File: src/hdl/lfpd_pkg.sv
// Shared types and constants for the line-follow PID drive unit.
`timescale 1ns / 1ps

package lfpd_pkg;

    // Field widths
    localparam int SAMPLE_W    = 12;
    localparam int TARGET_W    = 12;
    localparam int CUTOFF_W    = 13;
    localparam int CMD_W       = 11;
    localparam int GAIN_W      = 12;
    localparam int LIMIT_W     = 12;
    localparam int ERR_W       = 13;
    localparam int CFG_INDEX_W = 3;
    localparam int CFG_DATA_W  = 13;

    // PID accumulator width: |acc| stays below 2^26
    localparam int ACC_W = 28;

    // Drive command constants
    localparam logic [CMD_W-1:0] STOP_COMMAND  = 11'd1000;
    localparam logic [CMD_W-1:0] REVERSE_PIVOT = 11'd2000;

    // Register reset values
    localparam logic [TARGET_W-1:0] TARGET_RESET = 12'd1925;
    localparam logic [CUTOFF_W-1:0] CUTOFF_RESET = 13'd1700;
    localparam logic [CMD_W-1:0]    BASE_RESET   = 11'd1250;
    localparam logic [CMD_W-1:0]    MAX_RESET    = 11'd1900;
    localparam logic [GAIN_W-1:0]   GAIN_P_RESET = 12'd97;
    localparam logic [GAIN_W-1:0]   GAIN_I_RESET = 12'd0;
    localparam logic [GAIN_W-1:0]   GAIN_D_RESET = 12'd41;
    localparam logic [LIMIT_W-1:0]  LIMIT_RESET  = 12'd100;

    // Configuration register indexes
    typedef enum logic [CFG_INDEX_W-1:0] {
        CFG_TARGET_LEVEL   = 3'd0,
        CFG_CUTOFF_LEVEL   = 3'd1,
        CFG_BASE_COMMAND   = 3'd2,
        CFG_MAX_COMMAND    = 3'd3,
        CFG_GAIN_P         = 3'd4,
        CFG_GAIN_I         = 3'd5,
        CFG_GAIN_D         = 3'd6,
        CFG_INTEGRAL_LIMIT = 3'd7
    } cfg_reg_t;

endpackage

File: src/hdl/line_follow_pid_drive_unit.sv
// Line-follow PID drive unit: sensor sample in, two motor drive commands out.
`timescale 1ns / 1ps

// The unit accepts one 12-bit line-sensor sample per item and returns one
// result item holding the left and right motor direction and drive value,
// a stop flag and the signed tracking error. It takes one item every cycle
// while the result channel does not stall. The sample is held in an input
// register, and one combinational pass (error, cutoff test, integral clamp,
// three gain multipliers in parallel, truncating scale, command clamps) feeds
// the result register. The integral and previous-error state is updated as
// each item that does not stop enters the result register, so back-to-back
// items see the state left by the last item that did not stop. The result
// register decouples the two channels; the sample channel stalls only while
// a result waits and the input register is full. Configuration writes are
// taken at any time (ready is held high) but are meant to be done while no
// item is in flight.
module line_follow_pid_drive_unit
    import lfpd_pkg::*;
#(
    parameter int SAMPLE_BITS    = 12,
    parameter int GAIN_FRAC_BITS = 8
)
(
    input  logic                          clk,
    input  logic                          rst_n,

    // Configuration write channel
    input  logic                          cfg_valid,
    output logic                          cfg_ready,
    input  logic [CFG_INDEX_W-1:0]        cfg_index,
    input  logic [CFG_DATA_W-1:0]         cfg_data,

    // Sample channel
    input  logic                          sample_valid,
    output logic                          sample_stall,
    input  logic [SAMPLE_W-1:0]           sensor_sample,

    // Result channel
    output logic                          result_valid,
    input  logic                          result_stall,
    output logic                          left_forward,
    output logic [CMD_W-1:0]              left_drive,
    output logic                          right_forward,
    output logic [CMD_W-1:0]              right_drive,
    output logic                          stopped,
    output logic signed [ERR_W-1:0]       error_value
);

    localparam int USED_BITS = (SAMPLE_BITS < SAMPLE_W) ? SAMPLE_BITS : SAMPLE_W;
    localparam logic [SAMPLE_W-1:0] SAMPLE_MASK = SAMPLE_W'((1 << USED_BITS) - 1);
    localparam logic [ACC_W-1:0] ROUND_BIAS = ACC_W'((1 << GAIN_FRAC_BITS) - 1);
    localparam int PROD_W = GAIN_W + ERR_W + 2;

    typedef struct packed {
        logic             forward;
        logic [CMD_W-1:0] drive;
    } drive_t;

    // Clamp a command to 0..limit and map it to direction and drive value
    function automatic drive_t drive_side(input logic signed [ACC_W:0] cmd,
                                          input logic [CMD_W-1:0] limit);
        logic [CMD_W-1:0] clamped;
        drive_t           d;
        if (cmd[ACC_W])
        begin
            clamped = '0;
        end
        else if (cmd > $signed({{(ACC_W + 1 - CMD_W){1'b0}}, limit}))
        begin
            clamped = limit;
        end
        else
        begin
            clamped = cmd[CMD_W-1:0];
        end
        if (clamped >= STOP_COMMAND)
        begin
            d.forward = 1'b1;
            d.drive   = clamped;
        end
        else
        begin
            d.forward = 1'b0;
            d.drive   = REVERSE_PIVOT - clamped;
        end
        return d;
    endfunction

    // Configuration registers
    logic [TARGET_W-1:0] target_level_reg;
    logic [CUTOFF_W-1:0] cutoff_level_reg;
    logic [CMD_W-1:0]    base_command_reg;
    logic [CMD_W-1:0]    max_command_reg;
    logic [GAIN_W-1:0]   gain_p_reg;
    logic [GAIN_W-1:0]   gain_i_reg;
    logic [GAIN_W-1:0]   gain_d_reg;
    logic [LIMIT_W-1:0]  integral_limit_reg;

    // Controller state
    logic signed [ERR_W-1:0] integral_sum_reg;
    logic signed [ERR_W-1:0] previous_error_reg;

    // Input register
    logic                in_valid_reg;
    logic [SAMPLE_W-1:0] in_sample_reg;

    // Result register
    logic                    out_valid_reg;
    logic                    left_forward_reg;
    logic [CMD_W-1:0]        left_drive_reg;
    logic                    right_forward_reg;
    logic [CMD_W-1:0]        right_drive_reg;
    logic                    stopped_reg;
    logic signed [ERR_W-1:0] error_value_reg;

    // Datapath signals
    logic                    out_advance;
    logic                    move_item;
    logic                    take_sample;
    logic signed [ERR_W-1:0] err;
    logic [ERR_W-1:0]        err_mag;
    logic                    stop_now;
    logic signed [ERR_W:0]   isum;
    logic signed [ERR_W:0]   lim_pos;
    logic signed [ERR_W-1:0] integ;
    logic signed [ERR_W:0]   deriv;
    logic signed [PROD_W-1:0] prod_p;
    logic signed [PROD_W-1:0] prod_i;
    logic signed [PROD_W-1:0] prod_d;
    logic signed [ACC_W-1:0] acc;
    logic signed [ACC_W-1:0] acc_biased;
    logic signed [ACC_W-1:0] pid;
    logic signed [ACC_W:0]   left_cmd;
    logic signed [ACC_W:0]   right_cmd;
    drive_t                  left_d;
    drive_t                  right_d;

    // Handshake
    assign cfg_ready    = 1'b1;
    assign out_advance  = !out_valid_reg || !result_stall;
    assign move_item    = in_valid_reg && out_advance;
    assign sample_stall = in_valid_reg && !out_advance;
    assign take_sample  = sample_valid && !sample_stall;

    // Write configuration registers
    always_ff @(posedge clk or negedge rst_n)
    begin
        if (!rst_n)
        begin
            target_level_reg   <= TARGET_RESET;
            cutoff_level_reg   <= CUTOFF_RESET;
            base_command_reg   <= BASE_RESET;
            max_command_reg    <= MAX_RESET;
            gain_p_reg         <= GAIN_P_RESET;
            gain_i_reg         <= GAIN_I_RESET;
            gain_d_reg         <= GAIN_D_RESET;
            integral_limit_reg <= LIMIT_RESET;
        end
        else if (cfg_valid && cfg_ready)
        begin
            unique case (cfg_reg_t'(cfg_index))
                CFG_TARGET_LEVEL:   target_level_reg   <= cfg_data[TARGET_W-1:0];
                CFG_CUTOFF_LEVEL:   cutoff_level_reg   <= cfg_data[CUTOFF_W-1:0];
                CFG_BASE_COMMAND:   base_command_reg   <= cfg_data[CMD_W-1:0];
                CFG_MAX_COMMAND:    max_command_reg    <= cfg_data[CMD_W-1:0];
                CFG_GAIN_P:         gain_p_reg         <= cfg_data[GAIN_W-1:0];
                CFG_GAIN_I:         gain_i_reg         <= cfg_data[GAIN_W-1:0];
                CFG_GAIN_D:         gain_d_reg         <= cfg_data[GAIN_W-1:0];
                CFG_INTEGRAL_LIMIT: integral_limit_reg <= cfg_data[LIMIT_W-1:0];
                default:            ;
            endcase
        end
    end

    // Error and cutoff test
    always_comb
    begin
        err      = $signed({1'b0, target_level_reg}) - $signed({1'b0, in_sample_reg});
        err_mag  = err[ERR_W-1] ? ERR_W'(-err) : err;
        stop_now = (err_mag >= cutoff_level_reg);
    end

    // Clamp the integral and form the derivative
    always_comb
    begin
        isum    = (ERR_W + 1)'(integral_sum_reg) + (ERR_W + 1)'(err);
        lim_pos = $signed({2'b00, integral_limit_reg});
        if (isum > lim_pos)
        begin
            integ = lim_pos[ERR_W-1:0];
        end
        else if (isum < -lim_pos)
        begin
            integ = ERR_W'(-lim_pos);
        end
        else
        begin
            integ = isum[ERR_W-1:0];
        end
        deriv = (ERR_W + 1)'(err) - (ERR_W + 1)'(previous_error_reg);
    end

    // Three gain products, sum, truncate toward zero
    always_comb
    begin
        prod_p     = PROD_W'($signed({1'b0, gain_p_reg})) * PROD_W'(err);
        prod_i     = PROD_W'($signed({1'b0, gain_i_reg})) * PROD_W'(integ);
        prod_d     = PROD_W'($signed({1'b0, gain_d_reg})) * PROD_W'(deriv);
        acc        = ACC_W'(prod_p) + ACC_W'(prod_i) + ACC_W'(prod_d);
        acc_biased = acc[ACC_W-1] ? acc + $signed(ROUND_BIAS) : acc;
        pid        = acc_biased >>> GAIN_FRAC_BITS;
    end

    // Side commands and drive mapping
    always_comb
    begin
        if (stop_now)
        begin
            left_cmd  = $signed({{(ACC_W + 1 - CMD_W){1'b0}}, STOP_COMMAND});
            right_cmd = $signed({{(ACC_W + 1 - CMD_W){1'b0}}, STOP_COMMAND});
        end
        else
        begin
            left_cmd  = $signed({{(ACC_W + 1 - CMD_W){1'b0}}, base_command_reg})
                        - (ACC_W + 1)'(pid);
            right_cmd = $signed({{(ACC_W + 1 - CMD_W){1'b0}}, base_command_reg})
                        + (ACC_W + 1)'(pid);
        end
        left_d  = drive_side(left_cmd, max_command_reg);
        right_d = drive_side(right_cmd, max_command_reg);
    end

    // Hold or advance the input register
    always_ff @(posedge clk or negedge rst_n)
    begin
        if (!rst_n)
        begin
            in_valid_reg <= 1'b0;
        end
        else if (take_sample)
        begin
            in_valid_reg <= 1'b1;
        end
        else if (move_item)
        begin
            in_valid_reg <= 1'b0;
        end
    end

    always_ff @(posedge clk)
    begin
        if (take_sample)
        begin
            in_sample_reg <= sensor_sample & SAMPLE_MASK;
        end
    end

    // Update controller state as an item completes, unless it stopped
    always_ff @(posedge clk or negedge rst_n)
    begin
        if (!rst_n)
        begin
            integral_sum_reg   <= '0;
            previous_error_reg <= '0;
        end
        else if (move_item && !stop_now)
        begin
            integral_sum_reg   <= integ;
            previous_error_reg <= err;
        end
    end

    // Result valid
    always_ff @(posedge clk or negedge rst_n)
    begin
        if (!rst_n)
        begin
            out_valid_reg <= 1'b0;
        end
        else if (out_advance)
        begin
            out_valid_reg <= in_valid_reg;
        end
    end

    // Result payload
    always_ff @(posedge clk)
    begin
        if (move_item)
        begin
            left_forward_reg  <= left_d.forward;
            left_drive_reg    <= left_d.drive;
            right_forward_reg <= right_d.forward;
            right_drive_reg   <= right_d.drive;
            stopped_reg       <= stop_now;
            error_value_reg   <= err;
        end
    end

    assign result_valid  = out_valid_reg;
    assign left_forward  = left_forward_reg;
    assign left_drive    = left_drive_reg;
    assign right_forward = right_forward_reg;
    assign right_drive   = right_drive_reg;
    assign stopped       = stopped_reg;
    assign error_value   = error_value_reg;

endmodule

File: config.mk
export PLATFORM = sky130hd
export DESIGN_NAME = line_follow_pid_drive_unit
export DESIGN_NICKNAME = d
export VERILOG_FILES = /design/src/hdl/lfpd_pkg.sv /design/src/hdl/line_follow_pid_drive_unit.sv
export SDC_FILE = /design/constraint.sdc
export NUM_CORES = 2
export LEC_CHECK = 0
export ABC_CLOCK_PERIOD_IN_PS = 41900
export BUFFER_PORTS_ARGS = -buffer_cell sky130_fd_sc_hd__buf_2
export CAP_MARGIN = 15
export CORE_AREA = 3 3 236 238
export CTS_BUF_LIST = sky130_fd_sc_hd__clkbuf_2 sky130_fd_sc_hd__clkbuf_4 sky130_fd_sc_hd__clkbuf_8
export DETAILED_ROUTE_END_ITERATION = 6
export DIE_AREA = 0 0 239 241
export PLACE_DENSITY = 0.86
export SYNTH_ARGS = -nofsm -noshare
export SYNTH_HDL_FRONTEND = slang
export SYNTH_SLANG_ARGS = --single-unit
File: constraint.sdc
create_clock -name clk -period 41.9 [get_ports clk]
set_input_delay 2.095 -clock clk [delete_from_list [all_inputs] [get_ports clk]]
set_output_delay 2.095 -clock clk [all_outputs]
set_load 0.01 [all_outputs]
* Word-level counts from Yosys, hierarchy flattened
Index checks and enable logic that the tools add are counted.
** Cells by class
- Reductions and logical operators :: 20
- Multiply operators :: 3
- Magnitude comparators :: 7
- Multiplexer cells :: 14
- Add/subtract/negate cells :: 12
- Equality and inequality tests :: 7
** Operators by type and width (number)
- > comparator 29 x 12 -> 1 bit :: 2
- two-way mux 29 bit :: 2
- multiplier 13 x 13 -> 26 bit :: 2
- two-way mux 11 bit :: 4
- two-way mux 13 bit :: 3
- adder 27 x 27 -> 28 bit :: 1
- adder 28 x 9 -> 28 bit, second input constant :: 1
- two-way mux 28 bit :: 1
- adder 26 x 26 -> 27 bit :: 1
- multiplier 13 x 14 -> 27 bit :: 1
- two-way mux 12 bit :: 2
- greater-or-equal comparator 11 x 10 -> 1 bit, second input constant :: 2
- subtractor 11 bit, first input constant :: 2
- adder 12 x 20 -> 21 bit :: 1
- subtractor 12 x 20 -> 21 bit :: 1
- AND reduction 2 bit :: 8
- adder 13 x 13 -> 14 bit :: 1
- > comparator 14 x 13 -> 1 bit :: 1
- less-than comparator 14 bit :: 1
- negator 12 -> 14 bit :: 1
- subtractor 13 x 13 -> 14 bit :: 1
- greater-or-equal comparator 13 bit :: 1
- negator 13 bit :: 1
- subtractor 12 x 12 -> 13 bit :: 1
- other kinds (9) :: 21
** Word-level totals
- Input port bits :: 33
- Word-level logic and storage cells :: 82
- Flip-flop bits (word level) :: 173

* Longest topological paths before layout
- Depth in word-level cells :: 17
- Gate-level depth with buffers :: 86
- Mapped depth without buffers :: 82

* Worst setup path after synthesis
OpenSTA, ideal clock, no wires.
- Path kind :: reg-to-reg
- Start :: register target_level_reg[0]
- End :: register right_drive_reg[8] (netlist: right_drive[8]) (data pin)
- Buffers on the path :: 6
- Slack :: 24.725 ns
- Data arrival time :: 16.901 ns
- Cell stages (with the launch flop) :: 80
- Clock period less this slack :: 17.175 ns
- Data required time :: 41.627 ns
- Cells stage by stage :: dfstp_2 inv_1 ha_1 inv_1 fa_1 a21o_1 a21oi_1 xnor2_1 clkbuf_1 ha_1 a21oi_1 o21bai_1 a21oi_1 o21bai_1 a21oi_1 o21bai_1 a21oi_1 xnor2_1 [44 not listed] and4_1 a21oi_1 a21boi_0 o21ai_0 nand2_1 o21ai_0 and2_1 and3_1 buf_2 nand2_2 buf_2 a31o_2 and2_1 inv_1 ha_1 o311ai_1 a2111oi_0 a211oi_1
** RTL lines
- start: declaration :: line line_follow_pid_drive_unit.sv:90 : logic [TARGET_W-1:0] target_level_reg;
- start signal: assignment :: line line_follow_pid_drive_unit.sv:162 : CFG_TARGET_LEVEL: target_level_reg <= cfg_data[TARGET_W-1:0];
- end signal: assignment :: line line_follow_pid_drive_unit.sv:294 : right_drive_reg <= right_d.drive;
- end: declaration :: line line_follow_pid_drive_unit.sv:112 : logic [CMD_W-1:0] right_drive_reg;

==> summary.txt <==
GR Overflow Total -> 0
Post-DRT Antenna Nets -> 0
Layout cells sized above 1 -> 0.0920
Total of max-cap violations -> 0
Cells after Synth -> 3561
Most used cell, CP -> a21oi_1
Path depth of the worst reg2reg path -> 73
Status -> complete, no violations
Post-CTS Setup Bufs -> 0
Seq cells post-synth -> 173
WP data arrival -> 19.74 ns
Synthesized Nets -> 4405
Root buffer cell -> clkbuf_8
Worst Tran Pin Value -> 1.27 ns
CP bufs+invs -> 8
Crit end category -> register
Dpl hpwl -> 68000 microns
CTS-repair resized insts -> 0
Die Ht -> 241 microns
Skew final -> 0.0193 ns
WL final -> 84600 microns
Type of the worst setup path -> reg2reg
Ys flop type -> dfrtp_1
RSZ-0062 raised after global routing -> no
Die extent in x -> 239 microns
Setup crit start kind -> register
Die footprint -> 0.0576 sq mm
Ports -> 74
Rel. slew slack -> 0.151
Routed vias/inst -> 5.91
Port buffer count -> 72
Worst-Skew Late Latency -> 0.55 ns
Num CTS Buffers -> 17
Sequential area share after synthesis -> 0.143
Vias -> 25100
Vias in the first global route -> 26200
Clk slew on worst S/H paths -> 0.12 ns
Max Fclk -> 51.4 MHz
Drt pass-1 iters -> 7
Avg Cell Area, Syn -> 9.05 sq um
Initial antenna violation count -> 2
Core area -> 0.0538 sq mm
Nets@finish -> 4386
Setup_tns -> 0 ns
Number of synthesized flops with an enable pin -> 50
Crit path depth -> 73
Critical path's top delay family -> compound AO/OA/AOI/OAI gates
Drt wl/cell -> 19.9 microns
Slowest stage delay, CP -> 0.97 ns
TritonCTS clock tree -> done
Initial Utilization -> 0.599
Final setup vio count -> 0
Slowest cell on the critical path -> a22oi_1
# DRC -> 0
Crit-path max FO -> 20
HP Class -> reg2reg
Global-route wire length before repair -> 138000 microns
GR Util All Layers -> 0.307
Final Hold Fails -> 0
Minimum clock period -> 19.44 ns
Required @ worst endpoint -> 42.20 ns
Fraction of registers with async set/reset -> 0.711
First-iteration detailed-routing DRC count -> 2237
Yosys warns -> 0
Gp weighted congestion -> 1.01
Netlist cell types -> 98
H-tree levels -> 4
Commonest cells after routing, fill and taps aside -> inv_1 (778), fa_1 (486), nand2_1 (367)
Cts hold-fix bufs -> 0
Commonest non-fill, non-tap cell in the layout -> inv_1
Clock Path Buffers -> 2
Count of clock tree sinks -> 173
Hold path depth -> 1
Max Slew Vio Count -> 0
Area grow syn2layout -> 4.70%
Mapped Area -> 0.0322 sq mm
# rows -> 85
Fin crit share -> 0.464
Largest net degree at the start of global routing -> 65
==> cells by family (layout without fill, tap and decap cells) <==
logic type,after synthesis,count (layout),share of synthesized area
flip-flops,173,173,0.143
AO/OA/AOI/OAI,444,444,0.0934
multiplexers,118,118,0.0403
AND/OR/NAND/NOR,975,975,0.155
buffers and inverters,922,916,0.108
other,1,2,0.000116
adder cells (fa/ha/maj),812,812,0.428
XOR/XNOR,116,116,0.0315
==> Yosys cell counts, types with 22 or more instances <==
cell / n / area [sq um]
nor2_1: 100 / 375
xor2_1: 36 / 315
a21oi_1: 97 / 485
o21bai_1: 24 / 180
fa_1: 486 / 9730
nand4_1: 43 / 269
nor3_1: 33 / 165
mux2_2: 95 / 1070
dfstp_2: 32 / 841
inv_1: 778 / 2920
edfxtp_1: 50 / 1500
a21o_1: 26 / 195
mux2i_1: 23 / 230
nand2_1: 367 / 1380
and2_1: 168 / 1050
o211ai_1: 22 / 165
nor2b_1: 72 / 450
nand3_1: 39 / 195
dfrtp_1: 91 / 2280
ha_1: 325 / 4070
o21a_1: 26 / 195
xnor2_1: 80 / 701
clkbuf_1: 117 / 439
o21ai_0: 101 / 505
nand2b_1: 46 / 288
==> metrics by stage <==
stage | cell area (sq um) | setup slack [ns] | utilization | instances | hold WS [ns]
5_1_grt | 33800 | 21.17 | 0.627 | 4252 | 0.534
3_3_place_gp | 33200 | 23.43 | 0.617 | 4215 | 0.474
3_5_place_dp | 33200 | 22.86 | 0.617 | 4216 | 0.489
6_report | 33800 | 22.46 | 0.627 | 4252 | 0.509
2_1_floorplan | 32200 | 24.73 | - | 3561 | 0.449
4_1_cts | 33700 | 22.78 | 0.627 | 4248 | 0.516
==> area by class of cell <==
class	instances	area [sq um]
well taps	696	871
inverters	780	2930
fillers	4327	20100
multi-input cells	2466	24200
flip-flops and latches	173	4620
clock buffers	17	234
diodes	1	2.50
clock inverters	15	273
repair buffers	104	601
==> worst paths after layout <==
check	from	endpoint	slack, ns
min in group asynchronous	rst_n	integral_limit_reg[1]	1.63
setup / recovery	target_level_reg[0]	right_drive[8]	22.46
setup reg to reg	target_level_reg[0]	right_drive[8]	22.46
hold reg to reg	in_valid_reg	result_valid	0.51
max in group asynchronous	rst_n	base_command_reg[2]	38.88
hold / removal	in_valid_reg	result_valid	0.51
==> per-layer routing <==
metal | share of wire | vias to the layer above | global-route usage
li1 | - | 11200 | -
met1 | 0.39 | 12500 | 0.396
met2 | 0.46 | 1181 | 0.495
met3 | 0.092 | 260 | 0.0619
met4 | 0.056 | 0 | 0.159
met5 | 0 | - | 0
Power is left out: the tool's default activity adds up to more than one toggle a clock period on the data nets, which glitch-free logic cannot reach.
